[src/sv/alarm_time_match_table_assert.svh]
// Assertion macros for the alarm time match table.
// Used by alarm_time_match_table.sv; no other dependencies.
`ifndef ALARM_TIME_MATCH_TABLE_ASSERT_SVH
`define ALARM_TIME_MATCH_TABLE_ASSERT_SVH

// Same-cycle implication, disabled while reset is asserted.
`define ATM_ASSERT_NOW(label, clk, rst_n, ante, cons, msg) \
    label: assert property (@(posedge clk) disable iff (!rst_n) (ante) |-> (cons)) \
        else $error(msg);

// Next-cycle implication, disabled while reset is asserted.
`define ATM_ASSERT_NEXT(label, clk, rst_n, ante, cons, msg) \
    label: assert property (@(posedge clk) disable iff (!rst_n) (ante) |=> (cons)) \
        else $error(msg);

`endif

[src/sv/atm_pkg.sv]
// Shared types and constants for the alarm time match table.
// No dependencies; imported by atm_ctrl, alarm_time_match_table and the bench.
`default_nettype none

package atm_pkg;

    localparam int unsigned TABLE_ENTRIES = 8;
    localparam int unsigned IDX_W   = (TABLE_ENTRIES > 1) ? $clog2(TABLE_ENTRIES) : 1;
    localparam int unsigned OP_W    = 2;
    localparam int unsigned HOUR_W  = 5;
    localparam int unsigned MIN_W   = 6;
    localparam int unsigned ENTRY_W = HOUR_W + MIN_W;
    localparam int unsigned COUNT_W = 4;

    localparam logic [IDX_W-1:0]   LAST_IDX  = IDX_W'(TABLE_ENTRIES - 1);
    localparam logic [COUNT_W-1:0] COUNT_MAX = '1;

    localparam logic [OP_W-1:0] OP_SEARCH = 2'd0;
    localparam logic [OP_W-1:0] OP_ADD    = 2'd1;
    localparam logic [OP_W-1:0] OP_DELETE = 2'd2;

    typedef enum logic [1:0] {
        ST_IDLE,
        ST_SCAN,
        ST_DRAIN,
        ST_REPLY
    } t_state;

    // Scan sequencer to datapath
    typedef struct packed {
        logic             accept;   // command word taken this cycle
        logic             busy;
        logic             rd_en;    // entry read issued at rd_idx
        logic [IDX_W-1:0] rd_idx;
        logic             cmp_vld;  // read data for cmp_idx is on the RAM output
        logic [IDX_W-1:0] cmp_idx;
        logic             reply;    // result word strobe
    } t_scan_ctl;

endpackage

`default_nettype wire

[src/sv/atm_ram.sv]
// Generic simple dual-port RAM: one write port, one read port, registered read.
// No dependencies.
`default_nettype none

module atm_ram #(
    parameter int unsigned WIDTH = 8,
    parameter int unsigned DEPTH = 8,
    localparam int unsigned ADDR_W = (DEPTH > 1) ? $clog2(DEPTH) : 1
) (
    input  wire logic              i_clk,
    input  wire logic              i_we,
    input  wire logic [ADDR_W-1:0] i_waddr,
    input  wire logic [WIDTH-1:0]  i_wdata,
    input  wire logic              i_re,
    input  wire logic [ADDR_W-1:0] i_raddr,
    output logic      [WIDTH-1:0]  o_rdata
);

    logic [WIDTH-1:0] r_mem [DEPTH];

    always_ff @(posedge i_clk) begin
        if (i_we) begin
            r_mem[i_waddr] <= i_wdata;
        end
        if (i_re) begin
            o_rdata <= r_mem[i_raddr];
        end
    end

endmodule

`default_nettype wire

[src/sv/atm_ctrl.sv]
// Scan sequencer: walks every table entry once per command word.
// Depends on atm_pkg.
`default_nettype none

module atm_ctrl
    import atm_pkg::*;
(
    input  wire logic i_clk,
    input  wire logic i_rst_n,
    input  wire logic i_start,
    output t_scan_ctl o_ctl
);

    t_state           r_state, n_state;
    logic [IDX_W-1:0] r_idx, n_idx;
    logic             r_cmp_vld;
    logic [IDX_W-1:0] r_cmp_idx;
    logic             accept;
    logic             rd_en;

    // next state
    always_comb begin
        n_state = r_state;
        unique case (r_state)
            ST_IDLE:  if (i_start) n_state = ST_SCAN;
            ST_SCAN:  if (r_idx == LAST_IDX) n_state = ST_DRAIN;
            ST_DRAIN: n_state = ST_REPLY;
            ST_REPLY: n_state = ST_IDLE;
            default:  n_state = ST_IDLE;
        endcase
    end

    // outputs
    always_comb begin
        accept = 1'b0;
        rd_en  = 1'b0;
        unique case (r_state)
            ST_IDLE:  accept = i_start;
            ST_SCAN:  rd_en  = 1'b1;
            ST_DRAIN: ;
            ST_REPLY: ;
            default:  ;
        endcase
    end

    always_comb begin
        n_idx = r_idx;
        if (accept) begin
            n_idx = '0;
        end else if (rd_en && (r_idx != LAST_IDX)) begin
            n_idx = r_idx + 1'b1;
        end
    end

    always_ff @(posedge i_clk) begin
        if (!i_rst_n) begin
            r_state   <= ST_IDLE;
            r_idx     <= '0;
            r_cmp_vld <= 1'b0;
            r_cmp_idx <= '0;
        end else begin
            r_state   <= n_state;
            r_idx     <= n_idx;
            r_cmp_vld <= rd_en;
            r_cmp_idx <= r_idx;
        end
    end

    assign o_ctl.accept  = accept;
    assign o_ctl.busy    = (r_state != ST_IDLE);
    assign o_ctl.rd_en   = rd_en;
    assign o_ctl.rd_idx  = r_idx;
    assign o_ctl.cmp_vld = r_cmp_vld;
    assign o_ctl.cmp_idx = r_cmp_idx;
    assign o_ctl.reply   = (r_state == ST_REPLY);

endmodule

`default_nettype wire

[src/sv/alarm_time_match_table.sv]
// Top level of the alarm time match table: valid flags, entry compare, results.
// Depends on atm_pkg, atm_ram, atm_ctrl and alarm_time_match_table_assert.svh.
//
//  channel   | handshake               | fields
//  ----------+-------------------------+---------------------------------------------
//  command   | start / busy            | i_opcode, i_alarm_hour, i_alarm_minute
//  result    | o_done (1-cycle strobe) | o_found, o_accepted, o_removed_count
//
// A command word is taken when start is high and busy is low. The sequencer
// then reads one entry per cycle from the time RAM (single read port,
// registered read) and compares it in the next cycle; after the last entry
// the DRAIN and REPLY states follow, and the result word is taken at the
// REPLY strobe. Busy falls in the cycle after the strobe, so the next word
// can go in then. Valid flags sit in flops and are cleared by the synchronous
// reset at once; the hour/minute RAM is not cleared. The result word is held
// for exactly one cycle and cannot stall.
`default_nettype none
`include "alarm_time_match_table_assert.svh"

module alarm_time_match_table
    import atm_pkg::*;
(
    input  wire logic               i_clk,
    input  wire logic               i_rst_n,
    input  wire logic               start,
    output logic                    busy,
    input  wire logic [OP_W-1:0]    i_opcode,
    input  wire logic [HOUR_W-1:0]  i_alarm_hour,
    input  wire logic [MIN_W-1:0]   i_alarm_minute,
    output logic                    o_done,
    output logic                    o_found,
    output logic                    o_accepted,
    output logic [COUNT_W-1:0]      o_removed_count
);

    t_scan_ctl ctl;

    // captured command word
    logic [OP_W-1:0]    r_op;
    logic [HOUR_W-1:0]  r_hour;
    logic [MIN_W-1:0]   r_minute;

    // per-entry valid flags and result accumulators
    logic [TABLE_ENTRIES-1:0] r_valid, n_valid;
    logic                     r_found, n_found;
    logic                     r_accepted, n_accepted;
    logic [COUNT_W-1:0]       r_count, n_count;

    logic [ENTRY_W-1:0] rd_entry;
    logic               entry_vld;
    logic               hit;
    logic               ram_we;

    atm_ctrl u_ctrl (
        .i_clk   (i_clk),
        .i_rst_n (i_rst_n),
        .i_start (start),
        .o_ctl   (ctl)
    );

    // hour/minute store; written only by add, read only during the scan
    atm_ram #(
        .WIDTH (ENTRY_W),
        .DEPTH (TABLE_ENTRIES)
    ) u_time_ram (
        .i_clk   (i_clk),
        .i_we    (ram_we),
        .i_waddr (ctl.cmp_idx),
        .i_wdata ({r_hour, r_minute}),
        .i_re    (ctl.rd_en),
        .i_raddr (ctl.rd_idx),
        .o_rdata (rd_entry)
    );

    assign entry_vld = r_valid[ctl.cmp_idx];
    assign hit       = entry_vld && (rd_entry == {r_hour, r_minute});

    // Compare stage. The valid flag of cmp_idx is only touched here, and each
    // index comes up once per scan, so no read/write overlap on an entry.
    always_comb begin
        n_valid    = r_valid;
        n_found    = r_found;
        n_accepted = r_accepted;
        n_count    = r_count;
        ram_we     = 1'b0;
        if (ctl.accept) begin
            n_found    = 1'b0;
            n_accepted = (i_opcode != OP_ADD);   // add starts as not accepted
            n_count    = '0;
        end else if (ctl.cmp_vld) begin
            case (r_op)
                OP_SEARCH: begin
                    if (hit) n_found = 1'b1;
                end
                OP_ADD: begin
                    // first free entry wins; r_accepted marks it taken
                    if (!entry_vld && !r_accepted) begin
                        ram_we                = 1'b1;
                        n_valid[ctl.cmp_idx]  = 1'b1;
                        n_accepted            = 1'b1;
                    end
                end
                OP_DELETE: begin
                    if (hit) begin
                        n_valid[ctl.cmp_idx] = 1'b0;
                        if (r_count != COUNT_MAX) n_count = r_count + 1'b1;
                    end
                end
                default: ;   // unused opcode: no change
            endcase
        end
    end

    always_ff @(posedge i_clk) begin
        if (ctl.accept) begin
            r_op     <= i_opcode;
            r_hour   <= i_alarm_hour;
            r_minute <= i_alarm_minute;
        end
    end

    always_ff @(posedge i_clk) begin
        if (!i_rst_n) begin
            r_valid    <= '0;
            r_found    <= 1'b0;
            r_accepted <= 1'b1;
            r_count    <= '0;
        end else begin
            r_valid    <= n_valid;
            r_found    <= n_found;
            r_accepted <= n_accepted;
            r_count    <= n_count;
        end
    end

    assign busy            = ctl.busy;
    assign o_done          = ctl.reply;
    assign o_found         = r_found;
    assign o_accepted      = r_accepted;
    assign o_removed_count = r_count;

    `ATM_ASSERT_NEXT(a_accept_busy, i_clk, i_rst_n, start && !busy, busy, "busy not raised after accept")
    `ATM_ASSERT_NEXT(a_done_idle, i_clk, i_rst_n, o_done, !busy, "busy still high after result")
    `ATM_ASSERT_NOW(a_write_add, i_clk, i_rst_n, ram_we, (r_op == OP_ADD) && !r_accepted, "RAM write outside an add")
    `ATM_ASSERT_NOW(a_found_search, i_clk, i_rst_n, o_done && o_found, r_op == OP_SEARCH, "found set on a non-search")
    `ATM_ASSERT_NOW(a_count_delete, i_clk, i_rst_n, o_done && (o_removed_count != '0), r_op == OP_DELETE, "count on a non-delete")

endmodule

`default_nettype wire

[config.mk]
export PLATFORM = sky130hd
export DESIGN_NAME = alarm_time_match_table
export DESIGN_NICKNAME = d
export VERILOG_FILES = /design/src/sv/atm_pkg.sv /design/src/sv/atm_ram.sv /design/src/sv/atm_ctrl.sv /design/src/sv/alarm_time_match_table.sv
export VERILOG_INCLUDE_DIRS = /design/src /design/src/sv
export SDC_FILE = /design/constraint.sdc
export NUM_CORES = 1
export LEC_CHECK = 0
export BUFFER_PORTS_ARGS = -buffer_cell sky130_fd_sc_hd__buf_2
export CORE_MARGIN = 2
export CORE_UTILIZATION = 47
export CTS_CLUSTER_SIZE = 20
export DETAILED_ROUTE_END_ITERATION = 10
export PLACE_DENSITY = 0.63
export SLEW_MARGIN = 20
export SYNTH_ARGS = -nofsm -noshare
export SYNTH_HDL_FRONTEND = slang
export SYNTH_SLANG_ARGS = --single-unit
[constraint.sdc]
create_clock -name i_clk -period 7.6 [get_ports i_clk]
set_input_delay 1.52 -clock i_clk [delete_from_list [all_inputs] [get_ports i_clk]]
set_output_delay 1.52 -clock i_clk [all_outputs]
set_load 0.01 [all_outputs]
-- Word level (Yosys, flattened, before mapping)
Memory sizes are Yosys's and may differ from the RTL's. A register that Yosys moved wholly into a read port is not among the register bits.
Index checks and enable logic that the tools add are counted.
- logic and storage cells: 76
- memories kept: 1
- flip-flop bits (word level): 36
- input port bits: 16
- bits in writable memories: 88
- output and inout port bits: 8
- bitwise gates (word level): 5
- muxes and demuxes: 22
- reductions and logical operators: 19
- eq/ne operators: 14
- $lt $le $gt $ge: 2
- add/subtract/negate cells: 2
- memory list (memory ; depth ; width ; rd ports ; clocked after memory_dff ; wr ports ; RTL line ; source):
    u_time_ram.r_mem ; 8 ; 11 ; 1 ; 1 ; 1 ; atm_ram.sv:19 ; logic [WIDTH-1:0] r_mem [DEPTH];
- operators with widths (cell ; number):
    2-to-1 mux 8 bit ; 2
    one-hot mux 8 bit (2 select lines) ; 1
    2-to-1 mux 1 bit ; 14
    equality test 11 bit ; 1
    nonzero test 2 bit ; 5
    AND 8 bit ; 1
    NOT 8 bit ; 1
    bitwise OR 8 bit ; 1
    one-hot mux 2 bit (4 select lines) ; 1
    equality test 2 bit (second input constant) ; 3
    inequality test 2 bit (second input constant) ; 3
    AND reduction 3 bit ; 2
    AND reduction 5 bit ; 1
    adder 4 x 1 -> 4 bit (second input constant) ; 1
    equality test 2 x 1 -> 1 bit (second input constant) ; 2
    logical AND 1 bit ; 4
    logical NOT 2 bit ; 2
    < comparator 3 x 4 -> 1 bit (second input constant) ; 1
    2-to-1 mux 2 bit ; 2
    inequality test 2 x 1 -> 1 bit (second input constant) ; 2
    inequality test 4 bit (second input constant) ; 1
    AND reduction 4 bit ; 1
    adder 3 x 1 -> 3 bit (second input constant) ; 1
    binary-select mux 1 bit (select 3 bit) ; 1
    other kinds (8) ; 10

-- Logic depth before layout (Yosys ltp)
- depth in word-level cells: 10
- mapped depth: 9

-- By module
A second synthesis with hierarchy kept.
- cell total of the unflattened synthesis: 320
- area total of the unflattened synthesis: 5590.4 um^2
- modules (own cells, without submodules) (module ; cells each ; area an instance (um^2) ; sequential area each (um^2) ; instances):
    atm_ram ; 150 ; 3767.4 ; 2972.9 ; 1
    alarm_time_match_table ; 127 ; 1385.1 ; 670.6 ; 1
    atm_ctrl ; 43 ; 437.9 ; 180.2 ; 1

-- Worst setup path after synthesis
OpenSTA, ideal clock, no wires.
- path type: input port to flip-flop
- start point: input port start
- end point: memory u_time_ram.r_mem[0][0] (netlist name), enable pin
- data required time: 7207 ps
- buffers on the path: 0
- arrival time: 2615 ps
- slack: 4592 ps
- setup time: 393 ps
- stages on the path: 3
- path through: a21oi_2 nand3_1 nor3_1
- word-level cells in the longest chain between the ends: 4
- ends and longest elaborated chain (what ; RTL line ; source):
    from (decl) ; alarm_time_match_table.sv:25 ; input wire logic start,
    2-to-1 mux 1 bit ; atm_ctrl.sv:37 ; unique case (r_state)
    2-to-1 mux 1 bit ; alarm_time_match_table.sv:86 ; if (ctl.accept) begin
    2-to-1 mux 1 bit ; atm_ram.sv:22 ; if (i_we) begin
    2-to-1 mux 1 bit (implied by the code) ; atm_ram.sv:23 ; r_mem[i_waddr] <= i_wdata;
    to (decl) ; atm_ram.sv:19 ;
Every way passes these cells.

-- Worst setup path in the final report
- start point: register u_ctrl.r_cmp_idx[0]
- end point: memory u_time_ram.r_mem[4][4] (netlist name), enable pin
- word-level cells in the longest chain between the ends: 10
- ends and longest elaborated chain (what ; RTL line ; source):
    from (decl) ; atm_ctrl.sv:17 ; logic [IDX_W-1:0] r_cmp_idx;
    from (signal assigned) ; atm_ctrl.sv:65 ; r_cmp_idx <= r_idx;
    binary-select mux 1 bit (select 3 bit) ; alarm_time_match_table.sv:75 ; assign entry_vld = r_valid[ctl.cmp_idx];
    2-to-1 mux 1 bit (implied by the code) ; alarm_time_match_table.sv:75 ;
    logical NOT 1 bit ; alarm_time_match_table.sv:97 ; if (!entry_vld && !r_accepted) begin
    logical AND 1 bit ; alarm_time_match_table.sv:97 ;
    2-to-1 mux 1 bit ; alarm_time_match_table.sv:97 ;
    2-to-1 mux 1 bit ; alarm_time_match_table.sv:91 ; case (r_op)
    2-to-1 mux 1 bit ; alarm_time_match_table.sv:90 ; end else if (ctl.cmp_vld) begin
    2-to-1 mux 1 bit ; alarm_time_match_table.sv:86 ;
    2-to-1 mux 1 bit ; atm_ram.sv:22 ;
    2-to-1 mux 1 bit (implied by the code) ; atm_ram.sv:23 ;
Parallel ways exist; a longest one is shown, timed or not. The select of a mux whose other input is x is not followed.

==> summary.txt <==
Timing
  – Hold Vio Cnt, Final: 0
  – Max-slew headroom: 31.3%
  – Final Skew: approximately 0.0084 ns
  – Slew Limit Fails: 0
  – Tmin final: 3.17 ns
  – Max Fclk: ~320 MHz
  – Final setup viols: 0
  – RSZ-0062 raised after global routing: no
  – Worst slew pin tran: approximately 1.0 ns
  – Part of the cycle the worst path needs: between 40% and 50%
  – Total negative setup slack: 0 ns

Floorplanning
  – Initial core utilization: around half
  – Die Span Y: roughly 110 um
  – Die X-Extent: roughly 110 um
  – DIE AREA: between 10000 and 15000 sq um
  – Rows: 39
  – Core ar.: 11500 sq um
  – IO Pins: 24

Layout
  – Antenna cell count: 0
  – End-of-flow core utilization: a little under three fifths
  – Layout cells sized above 1: between 20% and 30%
  – Fillers: approximately 890
  – Total Nets Final: 388
  – Area growth syn-to-layout: 16.4%
  – Finished Layout Cells: 515

Logic synthesis
  – Largest cells by area after synthesis: edfxtp_1 61%, mux4_2 9.0%, dfxtp_1 8.3%
  – Yosys top cell area share: between 60% and 70%
  – Post-synthesis cell type count: 48
  – Synthesized area: 5530 sq um
  – List of most frequent post-synthesis cells: 112 x edfxtp_1, 24 x nand2_1, 23 x dfxtp_1
  – Syn_nets: 351
  – Mean Syn Cell Area: between 15 and 20 sq um
  – Most common cell in the netlist: edfxtp_1
  – Sequential-to-total area share from yosys stat: between 60% and 70%
  – Synth Flop Type: edfxtp_1
  – Number of flops mapped to enable cells by yosys: approximately 110
  – Number of synthesis warnings: 0
  – Area leader, netlist: edfxtp_1
  – Synth Register Bits: roughly 140
  – Mapped Cells: between 300 and 400
  – FFs w/ async S/R, synth: 0%

Routing
  – ANT nets after route: 0
  – Overall via count from detail_route: between 2000 and 3000
  – Routed WL: about 9900 um
  – DR vias/cell: about 5.5
  – DR iter-0 viols: around 160
  – First drt pass iteration count: 4
  – DRC Markers: 0
  – Post-DR wirelength/cell: just under 20 um

Clock tree
  – Latest clock arrival within the worst-skew pair: 0.41 ns
  – Num CTS Buffers: 17
  – Clk slew on worst S/H paths: roughly 0.050 ns
  – CTS root buffer: clkbuf_16
  – Clock Tree Buf Depth: 2
  – Setup Buffers After CTS: 0
  – # resized after CTS: 0
  – CTS tree: built
  – CTS Sinks: 135
  – # hold bufs at CTS: 0
  – Htree depth: 4

Pwr
  – Leak pwr: 0.00229 uW
  – Maximum vdd drop: 0.147 mV
  – Pwr Density: between 300 and 400 nW/um^2

Worst setup path
  – Reg-to-reg startpoint: u_ctrl.r_cmp_idx[0]
  – Path depth of the worst reg2reg path: 6
  – CP Launch Type: flip-flop
  – Crit-path max FO: 13
  – Reg-to-reg critical path endpoint: u_time_ram.r_mem[4][4]
  – Setup CP Type: reg -> reg
  – Worst Setup End Kind: flip-flop
  – Critical Path AT: between 3 and 4 ns
  – R2r setup slk: approximately 4.4 ns
  – WP data required: between 7 and 8 ns

Min path
  – Hold Path Stages: 2
  – Hold crit path type: reg -> reg

Status
  – Status: completed

Flow run
  – Total of max-cap violations: 0

Global route
  – Vias in the first global route: between 2000 and 3000
  – Initial antenna violation count: 0
  – First-pass GRT wire length: around 16000 um
  – Largest net degree at the start of global routing: 26
  – Total congestion overflow: 0
  – Overall routing resource usage: about 17%

Place
  – Cell total after placement: between 400 and 500
  – GP Congestion: 0.852
  – Placed wire-length estimate: 6140 um
  – Port bufs: 23
-- placed cells by master (no fill, tap or decap), types with 8 or more instances in the layout --
| cell type | count |
|---|---|
| edfxtp_1 | 112 |
| nand2_1 | 24 |
| dfxtp_1 | 23 |
| buf_2 | 23 |
| mux4_2 | 22 |
| clkbuf_16 | 17 |
| nor2_1 | 16 |
| mux2i_1 | 14 |
| mux2_2 | 11 |
| xor2_1 | 11 |
| ha_1 | 11 |
| inv_1 | 9 |
| nand3_1 | 8 |
| buf_4 | 8 |
-- flip-flops by register name, indices dropped and copies added (netlist names), named ones only --
signal	flops
u_ctrl.r_cmp_idx	3
o_found	1
u_ctrl.r_idx	3
r_op	2
u_time_ram.o_rdata	11
u_ctrl.r_cmp_vld	1
r_minute	6
u_ctrl.r_state	2
o_removed_count	4
o_accepted	1
r_hour	5
u_time_ram.r_mem	88
-- power by group --
group / leakage (uW) / total, uW / internal, uW / switching, uW
Combinational: 0.000792 / 278 / 125 / 153
Sequential: 0.00120 / 950 / 895 / 54.5
Clock: 0.000291 / 845 / 549 / 297
Total: 0.00229 / 2070 / 1570 / 504
-- metal layers --
metal | track usage (%) | vias up | wire (um)
met5 | 0 | - | 0
met1 | 23.3 | 1415 | 4370
met3 | 5.02 | 16 | 477
met2 | 27.0 | 59 | 4870
li1 | - | 1320 | -
met4 | 6.34 | 0 | 182
-- cell type report --
type	count	area, sq um	area share (%)
tap	143	179	2.78
clock inverter	10	171	2.66
multi-input combinational	167	1620	25.1
inverter	9	33.8	0.525
timing repair buffer	31	175	2.72
clock buffer	20	437	6.78
sequential	135	3820	59.4
-- worst max path at each step --
stage                         from                     end  slack (ns)  depth (start not counted)
2_1_floorplan                start  u_time_ram.r_mem[0][0]        4.59                          3
3_3_place_gp                 start               flip-flop        4.13                          8
3_5_place_dp                 start               flip-flop        4.03                          8
4_1_cts        u_ctrl.r_cmp_idx[2]  u_time_ram.r_mem[5][3]        4.28                          6
5_1_grt        u_ctrl.r_cmp_idx[0]  u_time_ram.r_mem[4][4]        4.15                          6
6_report       u_ctrl.r_cmp_idx[0]  u_time_ram.r_mem[4][4]        4.43                          6
-- metrics by stage --
stage	power, uW	area [sq um]	worst slack [ns]	hold slack (ns)
4_1_cts	2100	6430	4.28	0.458
5_1_grt	2170	6440	4.15	0.484
6_report	2070	6440	4.43	0.458
3_5_place_dp	1250	5830	4.03	0.451
3_3_place_gp	1240	5830	4.13	0.443
2_1_floorplan	1170	5530	4.59	0.434
-- cells by family (layout without fill, tap and decap cells) --
family                   count (synthesis)  count (layout)  share of synthesized area, %
buffers and inverters                   22              70                          1.88
XOR/XNOR                                13              13                          2.06
adder cells (fa/ha/maj)                 11              11                          2.49
AND/OR/NAND/NOR                         80              80                          7.80
AO/OA/AOI/OAI                           16              16                          2.92
flip-flops                             135             135                          69.1
multiplexers                            47              47                          13.7
-- critical path, stage by stage (launching register included) --
cell and delay, ns:
dfxtp_1 0.63, mux2i_1 0.36, o22ai_2 0.14, nor3_4 0.38, and3_1 0.27, nand3_1 0.17
nor2_1 0.82
(Power assumes the default switching activity.)
